$ cat config.mk
export PLATFORM = sky130hd
export DESIGN_NAME = lcg64_advance_init_engine_flat
export DESIGN_NICKNAME = d
export VERILOG_FILES = /design/src/hw/rtl/lcgai_pkg.sv /design/src/hw/rtl/lcgai_req_if.sv /design/src/hw/rtl/lcgai_rsp_if.sv /design/src/hw/rtl/lcgai_mul_unit.sv /design/src/hw/rtl/lcg64_advance_init_engine.sv /design/src/flat_wrapper.sv
export SDC_FILE = /design/constraint.sdc
export NUM_CORES = 2
export LEC_CHECK = 0
export BUFFER_PORTS_ARGS = -buffer_cell sky130_fd_sc_hd__buf_2
export CAP_MARGIN = 10
export CELL_PAD_IN_SITES_DETAIL_PLACEMENT = 0
export CELL_PAD_IN_SITES_GLOBAL_PLACEMENT = 2
export CORE_MARGIN = 2
export CORE_UTILIZATION = 41
export DETAILED_ROUTE_END_ITERATION = 10
export GPL_ROUTABILITY_DRIVEN = 0
export PLACE_DENSITY = 0.8
export RECOVER_POWER = 100
export SLEW_MARGIN = 10
export SYNTH_ARGS = -nofsm -noshare
export SYNTH_HDL_FRONTEND = slang
export SYNTH_SLANG_ARGS = --single-unit
$ cat constraint.sdc
create_clock -name i_clk -period 11.9 [get_ports i_clk]
set_clock_uncertainty 0.1 [all_clocks]
set_input_delay 1.785 -clock i_clk [delete_from_list [all_inputs] [get_ports i_clk]]
set_output_delay 1.785 -clock i_clk [all_outputs]
set_load 0.02 [all_outputs]
$ cat src/hw/rtl/lcgai_pkg.sv
// ----------------------------------------------------------------------------
// lcgai_pkg
// Shared types and constants of the LCG advance and init engine.
// ----------------------------------------------------------------------------
package lcgai_pkg;

    // Field widths of the request and response channels
    localparam int unsigned KIND_W  = 2;
    localparam int unsigned STEP_W  = 16;
    localparam int unsigned XLIM_W  = 32;
    localparam int unsigned STATE_W = 64;
    localparam int unsigned RAND_W  = 32;
    localparam int unsigned FRAME_W = 32;
    localparam int unsigned HALF_W  = 32;

    // Generator constants, multiplier split in halves for the 32x32 unit
    localparam logic [HALF_W-1:0]  LCG_MUL_HI = 32'h5D58_8B65;
    localparam logic [HALF_W-1:0]  LCG_MUL_LO = 32'h6C07_8965;
    localparam logic [STATE_W-1:0] LCG_ADD    = 64'h0000_0000_0026_9EC3;

    // Configuration register indexes
    localparam logic CFG_SEED = 1'b0;
    localparam logic CFG_MODE = 1'b1;

    // Init sequence constants
    localparam logic [XLIM_W-1:0] SCALE_TAB   = 32'd101;
    localparam logic [XLIM_W-1:0] SCALE_TRIP  = 32'd15;
    localparam logic [6:0]        TRIP_MAX    = 7'd100;
    localparam logic [6:0]        PLAIN_STEPS = 7'd3;
    localparam logic [2:0]        ROUNDS_M0   = 3'd5;
    localparam logic [2:0]        ROUNDS_M1A  = 3'd1;
    localparam logic [2:0]        ROUNDS_M1B  = 3'd4;
    localparam logic [2:0]        LAST_ROW    = 3'd4;
    localparam logic [1:0]        LAST_COL    = 2'd3;
    localparam logic [6:0]        THRESH_END  = 7'd100;

    localparam logic [6:0] THRESH_TAB [0:4][0:3] = '{
        '{7'd50, 7'd100, 7'd100, 7'd100},
        '{7'd50, 7'd50,  7'd100, 7'd100},
        '{7'd30, 7'd50,  7'd100, 7'd100},
        '{7'd25, 7'd30,  7'd50,  7'd100},
        '{7'd20, 7'd25,  7'd33,  7'd50}
    };

    typedef enum logic [1:0] {
        KIND_ADV     = 2'd0,
        KIND_PEEK    = 2'd1,
        KIND_INIT    = 2'd2,
        KIND_RESTART = 2'd3
    } t_kind;

    typedef enum logic [2:0] {
        ST_IDLE,
        ST_RUN,
        ST_STEP,
        ST_DRAW,
        ST_SCALE,
        ST_EVAL,
        ST_OUT
    } t_state;

    typedef enum logic [2:0] {
        IPH_TAB_A,
        IPH_PLAIN,
        IPH_TAB_B,
        IPH_TRIP,
        IPH_DONE
    } t_iph;

    typedef enum logic {
        MOP_STEP,
        MOP_SCALE
    } t_mop;

    typedef struct packed {
        logic start;
        t_mop op;
    } t_mu_cmd;

    typedef struct packed {
        logic busy;
        logic done;
    } t_mu_sts;

endpackage

$ cat src/hw/rtl/lcgai_req_if.sv
// ----------------------------------------------------------------------------
// lcgai_req_if
// Request channel: valid/ready handshake with the request fields.
// ----------------------------------------------------------------------------
interface lcgai_req_if;
    import lcgai_pkg::*;

    logic              valid;
    logic              ready;
    logic [KIND_W-1:0] req_type;
    logic [STEP_W-1:0] step_count;
    logic [XLIM_W-1:0] range_limit;

    modport source (output valid, output req_type, output step_count,
                    output range_limit, input ready);
    modport sink   (input valid, input req_type, input step_count,
                    input range_limit, output ready);
endinterface

$ cat src/hw/rtl/lcgai_rsp_if.sv
// ----------------------------------------------------------------------------
// lcgai_rsp_if
// Response channel: valid/ready handshake with the result fields.
// ----------------------------------------------------------------------------
interface lcgai_rsp_if;
    import lcgai_pkg::*;

    logic               valid;
    logic               ready;
    logic [STATE_W-1:0] state_value;
    logic [RAND_W-1:0]  rand_value;
    logic [FRAME_W-1:0] frame_out;

    modport source (output valid, output state_value, output rand_value,
                    output frame_out, input ready);
    modport sink   (input valid, input state_value, input rand_value,
                    input frame_out, output ready);
endinterface

$ cat src/hw/rtl/lcgai_mul_unit.sv
// ----------------------------------------------------------------------------
// lcgai_mul_unit
// Shared 32x32 multiplier that runs one generator step (three partial
// products) or one scaled draw (one product) per command.
// ----------------------------------------------------------------------------
module lcgai_mul_unit (
    input  logic                            i_clk,
    input  logic                            i_rst_n,
    input  lcgai_pkg::t_mu_cmd              i_cmd,
    input  logic [lcgai_pkg::STATE_W-1:0]   i_state,
    input  logic [lcgai_pkg::XLIM_W-1:0]    i_x,
    output lcgai_pkg::t_mu_sts              o_sts,
    output logic [lcgai_pkg::STATE_W-1:0]   o_state,
    output logic [lcgai_pkg::RAND_W-1:0]    o_rand
);
    import lcgai_pkg::*;

    logic               r_busy, n_busy;
    logic               r_done, n_done;
    logic [1:0]         r_ph,   n_ph;
    t_mop               r_op,   n_op;
    logic [STATE_W-1:0] r_s,    n_s;
    logic [XLIM_W-1:0]  r_x,    n_x;
    logic [STATE_W-1:0] r_prod;
    logic [STATE_W-1:0] r_acc,  n_acc;
    logic [RAND_W-1:0]  r_rand, n_rand;
    logic [HALF_W-1:0]  mul_a,  mul_b;

    // Operand select per phase
    always_comb begin
        case (r_ph)
            2'd0: begin
                if (r_op == MOP_SCALE) begin
                    mul_a = r_s[STATE_W-1:HALF_W];
                    mul_b = r_x;
                end else begin
                    mul_a = r_s[HALF_W-1:0];
                    mul_b = LCG_MUL_LO;
                end
            end
            2'd1: begin
                mul_a = r_s[HALF_W-1:0];
                mul_b = LCG_MUL_HI;
            end
            2'd2: begin
                mul_a = r_s[STATE_W-1:HALF_W];
                mul_b = LCG_MUL_LO;
            end
            default: begin
                mul_a = r_s[HALF_W-1:0];
                mul_b = LCG_MUL_LO;
            end
        endcase
    end

    // Accumulate the registered product of the previous phase
    always_comb begin
        n_busy = r_busy;
        n_done = 1'b0;
        n_ph   = r_ph;
        n_op   = r_op;
        n_s    = r_s;
        n_x    = r_x;
        n_acc  = r_acc;
        n_rand = r_rand;
        if (r_busy) begin
            n_ph = r_ph + 2'd1;
            case (r_ph)
                2'd1: begin
                    if (r_op == MOP_SCALE) begin
                        n_rand = r_prod[STATE_W-1:HALF_W];
                        n_busy = 1'b0;
                        n_done = 1'b1;
                    end else begin
                        n_acc = r_prod + LCG_ADD;
                    end
                end
                2'd2: begin
                    n_acc = {r_acc[STATE_W-1:HALF_W] + r_prod[HALF_W-1:0],
                             r_acc[HALF_W-1:0]};
                end
                2'd3: begin
                    n_acc  = {r_acc[STATE_W-1:HALF_W] + r_prod[HALF_W-1:0],
                              r_acc[HALF_W-1:0]};
                    n_busy = 1'b0;
                    n_done = 1'b1;
                end
                default: begin
                end
            endcase
        end
        if (i_cmd.start) begin
            n_busy = 1'b1;
            n_ph   = 2'd0;
            n_op   = i_cmd.op;
            n_s    = i_state;
            n_x    = i_x;
        end
    end

    always_ff @(posedge i_clk) begin
        if (!i_rst_n) begin
            r_busy <= 1'b0;
            r_done <= 1'b0;
            r_ph   <= 2'd0;
        end else begin
            r_busy <= n_busy;
            r_done <= n_done;
            r_ph   <= n_ph;
        end
    end

    always_ff @(posedge i_clk) begin
        r_op   <= n_op;
        r_s    <= n_s;
        r_x    <= n_x;
        r_prod <= {{HALF_W{1'b0}}, mul_a} * {{HALF_W{1'b0}}, mul_b};
        r_acc  <= n_acc;
        r_rand <= n_rand;
    end

    assign o_sts.busy = r_busy;
    assign o_sts.done = r_done;
    assign o_state    = r_acc;
    assign o_rand     = r_rand;

endmodule

$ cat src/hw/rtl/lcg64_advance_init_engine.sv
// ----------------------------------------------------------------------------
// lcg64_advance_init_engine
// 64-bit LCG with frame counter: advance, peek, start-up init and restart.
// ----------------------------------------------------------------------------
// The engine keeps a 64-bit generator state (s = s * 0x5D588B656C078965 +
// 0x269EC3) and a wrapping 32-bit frame count, and answers each request with
// exactly one response. It handles one request at a time: ready is high only
// while idle, and the response is held until taken. All arithmetic goes
// through one shared 32x32 multiplier; a generator step uses it for three
// partial products, a scaled draw uses it for one. An advance or peek of n
// steps runs n generator steps and then one scaled draw before its response;
// a restart shows its response in the cycle after accept. An init request
// walks the threshold table with a step plus a draw per entry, and mode 1
// also runs plain steps, a second table walk and the distinct-triple search.
// Write configuration only while idle.
// ----------------------------------------------------------------------------
module lcg64_advance_init_engine #(
    parameter int unsigned STEP_BITS = 16
) (
    input  logic                          i_clk,
    input  logic                          i_rst_n,
    lcgai_req_if.sink                     i_req,
    lcgai_rsp_if.source                   o_rsp,
    input  logic                          i_cfg_we,
    input  logic                          i_cfg_idx,
    input  logic [lcgai_pkg::STATE_W-1:0] i_cfg_wdata
);
    import lcgai_pkg::*;

    // Step counter width: step_count bits that the count may use
    localparam int unsigned NW = (STEP_BITS < STEP_W) ? STEP_BITS : STEP_W;

    t_state             r_state, n_state;
    logic [STATE_W-1:0] r_lcg,   n_lcg;
    logic [FRAME_W-1:0] r_frame, n_frame;
    logic [STATE_W-1:0] r_seed;
    logic               r_mode;
    t_kind              r_kind,  n_kind;
    logic [NW-1:0]      r_n,     n_n;
    logic [XLIM_W-1:0]  r_x,     n_x;
    logic [STATE_W-1:0] r_work,  n_work;
    logic [RAND_W-1:0]  r_rand,  n_rand;
    t_iph               r_iph,   n_iph;
    logic [2:0]         r_round, n_round;
    logic [2:0]         r_row,   n_row;
    logic [1:0]         r_col,   n_col;
    logic [6:0]         r_cnt,   n_cnt;
    logic [1:0]         r_tri,   n_tri;
    logic [3:0]         r_a,     n_a;
    logic [3:0]         r_b,     n_b;

    t_mu_cmd            mu_cmd;
    t_mu_sts            mu_sts;
    logic [XLIM_W-1:0]  mu_x;
    logic [STATE_W-1:0] mu_state;
    logic [RAND_W-1:0]  mu_rand;

    logic               req_acc;
    logic               end_row;
    logic [6:0]         thr;
    logic [2:0]         round_lim;

    lcgai_mul_unit u_mul (
        .i_clk   (i_clk),
        .i_rst_n (i_rst_n),
        .i_cmd   (mu_cmd),
        .i_state (r_work),
        .i_x     (mu_x),
        .o_sts   (mu_sts),
        .o_state (mu_state),
        .o_rand  (mu_rand)
    );

    assign req_acc     = i_req.valid && i_req.ready;
    assign i_req.ready = (r_state == ST_IDLE);

    assign o_rsp.valid       = (r_state == ST_OUT);
    assign o_rsp.state_value = r_work;
    assign o_rsp.rand_value  = r_rand;
    assign o_rsp.frame_out   = r_frame;

    assign thr       = THRESH_TAB[r_row][r_col];
    assign round_lim = (r_iph == IPH_TAB_B) ? ROUNDS_M1B :
                       (r_mode ? ROUNDS_M1A : ROUNDS_M0);

    // Sequencer: next state, unit commands and datapath updates
    always_comb begin
        n_state = r_state;
        n_lcg   = r_lcg;
        n_frame = r_frame;
        n_kind  = r_kind;
        n_n     = r_n;
        n_x     = r_x;
        n_work  = r_work;
        n_rand  = r_rand;
        n_iph   = r_iph;
        n_round = r_round;
        n_row   = r_row;
        n_col   = r_col;
        n_cnt   = r_cnt;
        n_tri   = r_tri;
        n_a     = r_a;
        n_b     = r_b;
        end_row = 1'b0;
        mu_cmd.start = 1'b0;
        mu_cmd.op    = MOP_STEP;
        mu_x         = r_x;

        case (r_state)
            ST_IDLE: begin
                if (req_acc) begin
                    n_kind  = t_kind'(i_req.req_type);
                    n_n     = i_req.step_count[NW-1:0];
                    n_x     = i_req.range_limit;
                    n_work  = r_lcg;
                    n_rand  = '0;
                    n_iph   = IPH_TAB_A;
                    n_round = '0;
                    n_row   = '0;
                    n_col   = '0;
                    n_cnt   = '0;
                    n_tri   = '0;
                    n_state = ST_RUN;
                    // Restart: load the seed and clear the frame at once
                    if (t_kind'(i_req.req_type) == KIND_RESTART) begin
                        n_lcg   = r_seed;
                        n_work  = r_seed;
                        n_frame = '0;
                        n_state = ST_OUT;
                    end
                end
            end

            ST_RUN: begin
                case (r_kind)
                    KIND_ADV, KIND_PEEK: begin
                        mu_cmd.start = 1'b1;
                        if (r_n != '0) begin
                            mu_cmd.op = MOP_STEP;
                            n_state   = ST_STEP;
                        end else begin
                            mu_cmd.op = MOP_SCALE;
                            n_state   = ST_SCALE;
                        end
                    end
                    KIND_INIT: begin
                        case (r_iph)
                            IPH_TAB_A, IPH_TAB_B: begin
                                if (r_round == round_lim) begin
                                    // Table rounds finished: move to next phase
                                    n_round = '0;
                                    n_row   = '0;
                                    n_col   = '0;
                                    n_cnt   = '0;
                                    n_tri   = '0;
                                    if (r_iph == IPH_TAB_B) begin
                                        n_iph = IPH_TRIP;
                                    end else if (r_mode) begin
                                        n_iph = IPH_PLAIN;
                                    end else begin
                                        n_iph = IPH_DONE;
                                    end
                                end else if (thr == THRESH_END) begin
                                    end_row = 1'b1;
                                end else begin
                                    mu_cmd.start = 1'b1;
                                    n_state      = ST_STEP;
                                end
                            end
                            IPH_PLAIN: begin
                                if (r_cnt == PLAIN_STEPS) begin
                                    n_iph   = IPH_TAB_B;
                                    n_round = '0;
                                    n_row   = '0;
                                    n_col   = '0;
                                end else begin
                                    mu_cmd.start = 1'b1;
                                    n_state      = ST_STEP;
                                end
                            end
                            IPH_TRIP: begin
                                if (r_cnt == TRIP_MAX) begin
                                    n_iph = IPH_DONE;
                                end else begin
                                    mu_cmd.start = 1'b1;
                                    n_state      = ST_STEP;
                                end
                            end
                            default: begin
                                n_rand  = '0;
                                n_state = ST_OUT;
                            end
                        endcase
                    end
                    default: begin
                        n_state = ST_OUT;
                    end
                endcase
            end

            ST_STEP: begin
                if (mu_sts.done) begin
                    n_work = mu_state;
                    // Peek works on a private copy; everything else commits
                    if (r_kind != KIND_PEEK) begin
                        n_lcg   = mu_state;
                        n_frame = r_frame + {{(FRAME_W-1){1'b0}}, 1'b1};
                    end
                    if (r_kind == KIND_INIT) begin
                        n_state = (r_iph == IPH_PLAIN) ? ST_EVAL : ST_DRAW;
                    end else begin
                        n_n     = r_n - {{(NW-1){1'b0}}, 1'b1};
                        n_state = ST_RUN;
                    end
                end
            end

            ST_DRAW: begin
                mu_cmd.start = 1'b1;
                mu_cmd.op    = MOP_SCALE;
                mu_x         = (r_iph == IPH_TRIP) ? SCALE_TRIP : SCALE_TAB;
                n_state      = ST_SCALE;
            end

            ST_SCALE: begin
                if (mu_sts.done) begin
                    n_rand  = mu_rand;
                    n_state = (r_kind == KIND_INIT) ? ST_EVAL : ST_OUT;
                end
            end

            ST_EVAL: begin
                n_state = ST_RUN;
                case (r_iph)
                    IPH_TAB_A, IPH_TAB_B: begin
                        if ((r_rand <= {25'd0, thr}) || (r_col == LAST_COL)) begin
                            end_row = 1'b1;
                        end else begin
                            n_col = r_col + 2'd1;
                        end
                    end
                    IPH_PLAIN: begin
                        n_cnt = r_cnt + 7'd1;
                    end
                    IPH_TRIP: begin
                        case (r_tri)
                            2'd0: begin
                                n_a   = r_rand[3:0];
                                n_tri = 2'd1;
                            end
                            2'd1: begin
                                n_b   = r_rand[3:0];
                                n_tri = 2'd2;
                            end
                            default: begin
                                n_tri = 2'd0;
                                // Stop at the first triple of distinct values
                                if ((r_a != r_b) && (r_a != r_rand[3:0]) &&
                                    (r_b != r_rand[3:0])) begin
                                    n_iph = IPH_DONE;
                                end else begin
                                    n_cnt = r_cnt + 7'd1;
                                end
                            end
                        endcase
                    end
                    default: begin
                    end
                endcase
            end

            ST_OUT: begin
                if (o_rsp.ready) begin
                    n_state = ST_IDLE;
                end
            end

            default: begin
                n_state = ST_IDLE;
            end
        endcase

        // Close a table row: advance row, wrap into the next round
        if (end_row) begin
            n_col = '0;
            if (r_row == LAST_ROW) begin
                n_row   = '0;
                n_round = r_round + 3'd1;
            end else begin
                n_row = r_row + 3'd1;
            end
        end
    end

    always_ff @(posedge i_clk) begin
        if (!i_rst_n) begin
            r_state <= ST_IDLE;
            r_lcg   <= '0;
            r_frame <= '0;
            r_seed  <= '0;
            r_mode  <= 1'b0;
        end else begin
            r_state <= n_state;
            r_lcg   <= n_lcg;
            r_frame <= n_frame;
            if (i_cfg_we && (i_cfg_idx == CFG_SEED)) begin
                r_seed <= i_cfg_wdata;
            end
            if (i_cfg_we && (i_cfg_idx == CFG_MODE)) begin
                r_mode <= i_cfg_wdata[0];
            end
        end
    end

    always_ff @(posedge i_clk) begin
        r_kind  <= n_kind;
        r_n     <= n_n;
        r_x     <= n_x;
        r_work  <= n_work;
        r_rand  <= n_rand;
        r_iph   <= n_iph;
        r_round <= n_round;
        r_row   <= n_row;
        r_col   <= n_col;
        r_cnt   <= n_cnt;
        r_tri   <= n_tri;
        r_a     <= n_a;
        r_b     <= n_b;
    end

    // Never issue a command to the multiplier while it is still working
    a_mu_no_overlap: assert property (@(posedge i_clk) disable iff (!i_rst_n)
        mu_cmd.start |-> !mu_sts.busy)
        else $error("multiplier command issued while busy");

    // A peek step must leave the committed state and frame untouched
    a_peek_holds: assert property (@(posedge i_clk) disable iff (!i_rst_n)
        (r_state == ST_STEP && r_kind == KIND_PEEK) |=>
            ($stable(r_lcg) && $stable(r_frame)))
        else $error("peek changed generator state");

    // Restart responds in the next cycle with a cleared frame
    a_restart: assert property (@(posedge i_clk) disable iff (!i_rst_n)
        (req_acc && i_req.req_type == KIND_RESTART) |=>
            (o_rsp.valid && r_frame == '0 && r_lcg == r_seed))
        else $error("restart did not load seed");

    // Never take a request while a response is pending
    a_one_at_a_time: assert property (@(posedge i_clk) disable iff (!i_rst_n)
        o_rsp.valid |-> !i_req.ready)
        else $error("request taken while response pending");

endmodule
$ cat src/flat_wrapper.sv
// flat-port wrapper written by rule: the top's interface ports become plain ports
module lcg64_advance_init_engine_flat import lcgai_pkg::*;
#(
    parameter int unsigned STEP_BITS = 16
)
  (i_clk, i_rst_n, i_cfg_we, i_cfg_idx, i_cfg_wdata, i_req_valid, i_req_req_type, i_req_step_count, i_req_range_limit, i_req_ready, o_rsp_valid, o_rsp_state_value, o_rsp_rand_value, o_rsp_frame_out, o_rsp_ready);
  lcgai_req_if i_req_i ();
  lcgai_rsp_if o_rsp_i ();
  input  logic i_clk;
  input  logic i_rst_n;
  input  logic i_cfg_we;
  input  logic i_cfg_idx;
  input  logic [lcgai_pkg::STATE_W-1:0] i_cfg_wdata;
  input wire logic [$bits(i_req_i.valid)-1:0] i_req_valid;
  input wire logic [$bits(i_req_i.req_type)-1:0] i_req_req_type;
  input wire logic [$bits(i_req_i.step_count)-1:0] i_req_step_count;
  input wire logic [$bits(i_req_i.range_limit)-1:0] i_req_range_limit;
  output wire logic [$bits(i_req_i.ready)-1:0] i_req_ready;
  output wire logic [$bits(o_rsp_i.valid)-1:0] o_rsp_valid;
  output wire logic [$bits(o_rsp_i.state_value)-1:0] o_rsp_state_value;
  output wire logic [$bits(o_rsp_i.rand_value)-1:0] o_rsp_rand_value;
  output wire logic [$bits(o_rsp_i.frame_out)-1:0] o_rsp_frame_out;
  input wire logic [$bits(o_rsp_i.ready)-1:0] o_rsp_ready;
  assign i_req_i.valid = i_req_valid;
  assign i_req_i.req_type = i_req_req_type;
  assign i_req_i.step_count = i_req_step_count;
  assign i_req_i.range_limit = i_req_range_limit;
  assign i_req_ready = i_req_i.ready;
  assign o_rsp_valid = o_rsp_i.valid;
  assign o_rsp_state_value = o_rsp_i.state_value;
  assign o_rsp_rand_value = o_rsp_i.rand_value;
  assign o_rsp_frame_out = o_rsp_i.frame_out;
  assign o_rsp_i.ready = o_rsp_ready;
  lcg64_advance_init_engine #(.STEP_BITS(STEP_BITS)) u_core (.i_clk(i_clk), .i_rst_n(i_rst_n), .i_req(i_req_i), .o_rsp(o_rsp_i), .i_cfg_we(i_cfg_we), .i_cfg_idx(i_cfg_idx), .i_cfg_wdata(i_cfg_wdata));
endmodule
==> metrics <==
outcome=finished with violations; failing checks=capacitance limit, slew limit; cell depth of the worst flop-to-flop path=31; CP Depth=31; Initial Utilization=41.3%; root buf cell=clkbuf_16; Mapped Area=58400 sq um; row cnt=138; placed cell area=62000 sq um; HP Class=flip-flop to flip-flop; drt drc=0; worst path buffer plus inverter count=8; Synth Flop Type=edfxtp_1; first-pass GRT wire length=316000 um; # IOs=250; antenna-violating nets left=0; syn_nets=7483; vias per cell=5.51; Die ar.=145000 sq um; # clock sinks=599; max-slew violation count=754; clock-pin slew on the worst setup and hold paths=70 ps; Port Buffer Count=249; post-synthesis async set-or-reset flop share=0%; Critical-path top delay cell=a22oi_2; CP top delay family=adder cells; startpoint types=flip-flop; layout overhead on the synthesized area=9.12%; drt first-iter violations=4622; synth warn=0; clock tree buffer depth=3; Post-synth EDFFs=362; post-synthesis cell type count=77; post-synthesis register bit count=599; Max-Cap Viols=15; final setup TNS=0 ps; gr usage total=29.9%; Resized Gates After CTS=0; nets=7600; register area share after synthesis=26.7%; drt pass-1 iters=6; # H-tree levels=2; Final Cycle Share=93.2%; most frequent cell on the critical path=fa_1; final WL=219000 um; CP Data Required Time=12390 ps; Avg Cell Area, Syn=9.50 sq um; core area=141000 sq um; post-DP HPWL=175000 um; die height=381 um; Max FO, Critical Path=43; list of most frequent post-synthesis cells=nand2_1 (917), fa_1 (897), inv_1 (892); vias in the first global route=45600; Largest stage delay, worst path=850 ps; Synth area leaders=fa_1 (31%), edfxtp_1 (19%), dfxtp_1 (8.1%); count leader, synth=nand2_1; worst slew pin tran=3610 ps; FMAX=0.0902 GHz; largest net degree at the start of global routing=84; Setup Viol. Count Final=0; share of layout cells above drive strength 1=6.03%; post-layout utilization of the core=45.0%; design area=63700 sq um; Relative slew margins=-141%; Worst Hold Depth=0; CTS tree=done; Synth area leader=fa_1; Min Clock Period, post-route=11090 ps; final hold violation count=0; via count=45300; # hold bufs at CTS=0; Setup Buffers After CTS=0; top-area cell type share of the netlist area=30.8%; Post-Syn Instances=6146; WL per Instance=26.6 um; CTS buffer count=61; initial antenna violation count=7; grt ovf=0; Worst Path Arrival=11580 ps; CP Capture Type=flip-flop; Clk Latency, worst-skew pair=660 ps; RSZ-0062 raised after global routing=false; kind of critical path=flip-flop to flip-flop; die width=381 um
[flip-flops by register name, summed over array words and instances (netlist names), 3 cells and up]
| signal | count |
|---|---|
| u_core.u_mul.r_x | 32 |
| u_core.r_lcg | 64 |
| u_core.o_rsp.state_value | 64 |
| u_core.o_rsp.frame_out | 32 |
| u_core.u_mul.o_state | 64 |
| u_core.r_row | 3 |
| u_core.u_mul.o_rand | 32 |
| u_core.r_state | 3 |
| u_core.u_mul.r_s | 64 |
| u_core.r_cnt | 7 |
| u_core.r_n | 16 |
| u_core.u_mul.r_prod | 64 |
| u_core.o_rsp.rand_value | 32 |
| u_core.r_b | 4 |
| u_core.r_x | 32 |
| u_core.r_a | 4 |
| u_core.r_seed | 64 |
| u_core.r_iph | 3 |
| u_core.r_round | 3 |
[layout by cell type, fill, tap and decap left out, types with 134 or more instances in the layout]
| cell | n |
|---|---|
| ha_1 | 320 |
| nor2_1 | 771 |
| fa_1 | 897 |
| inv_1 | 892 |
| a21boi_0 | 134 |
| dfxtp_1 | 237 |
| nand2_1 | 916 |
| a21oi_1 | 144 |
| clkbuf_1 | 185 |
| o21ai_0 | 175 |
| edfxtp_1 | 362 |
[through the flow]
step                      cells  hold slack, ps  worst slack, ps
after floorplan            6146             308             3030
after global placement     8090             350             1410
after detailed placement   8090             346             1150
after CTS                  8206             364             1140
after global routing       8206             377              316
final                      8209             362              811
[metal layers]
layer  vias to the layer above  share of wire (%)  GRT usage, %
li1                      19600                  -             -
met1                     23100                 42          41.5
met2                      2136                 45          46.2
met3                       423                8.5          4.86
met4                         8                5.1          12.7
met5                         -              0.020             0
[final timing paths]
kind / slack (ps) / from / end
max: 810 / u_core.u_mul.r_ph[0]$_SDFFE_PP0P_ / u_core.u_mul.r_prod[61]$_DFF_P_
min: 360 / u_core.o_rsp.state_value[5]$_DFFE_PP_ / u_core.u_mul.r_s[5]$_DFFE_PP_
max reg2reg: 810 / u_core.u_mul.r_ph[0]$_SDFFE_PP0P_ / u_core.u_mul.r_prod[61]$_DFF_P_
min reg2reg: 360 / u_core.o_rsp.state_value[5]$_DFFE_PP_ / u_core.u_mul.r_s[5]$_DFFE_PP_
[cell families (layout without fill, tap and decap cells)]
| family | count (synthesis) | count (layout) | synth area share [%] |
|---|---|---|---|
| fa+ha+maj | 1217 | 1217 | 37.6 |
| simple gates | 2097 | 2097 | 15.2 |
| other cells | 0 | 3 | 0 |
| xor+xnor | 201 | 201 | 3.02 |
| mux | 76 | 76 | 1.31 |
| flops | 599 | 599 | 26.7 |
| compound gates | 731 | 731 | 8.15 |
| buf+inv | 1225 | 1395 | 7.96 |
[layout make-up]
type / count / area, sq um
inverter: 892 / 3350
clock inverter: 23 / 218
sequential: 599 / 15600
antenna: 3 / 7.51
clock buffer: 93 / 1800
tap: 1890 / 2360
fill: 13900 / 77700
timing repair buffer: 387 / 2040
multi-input combinational: 4322 / 38300
Power is left out: the tool's default activity adds up to more than one toggle a clock period on the data nets, which glitch-free logic cannot reach.
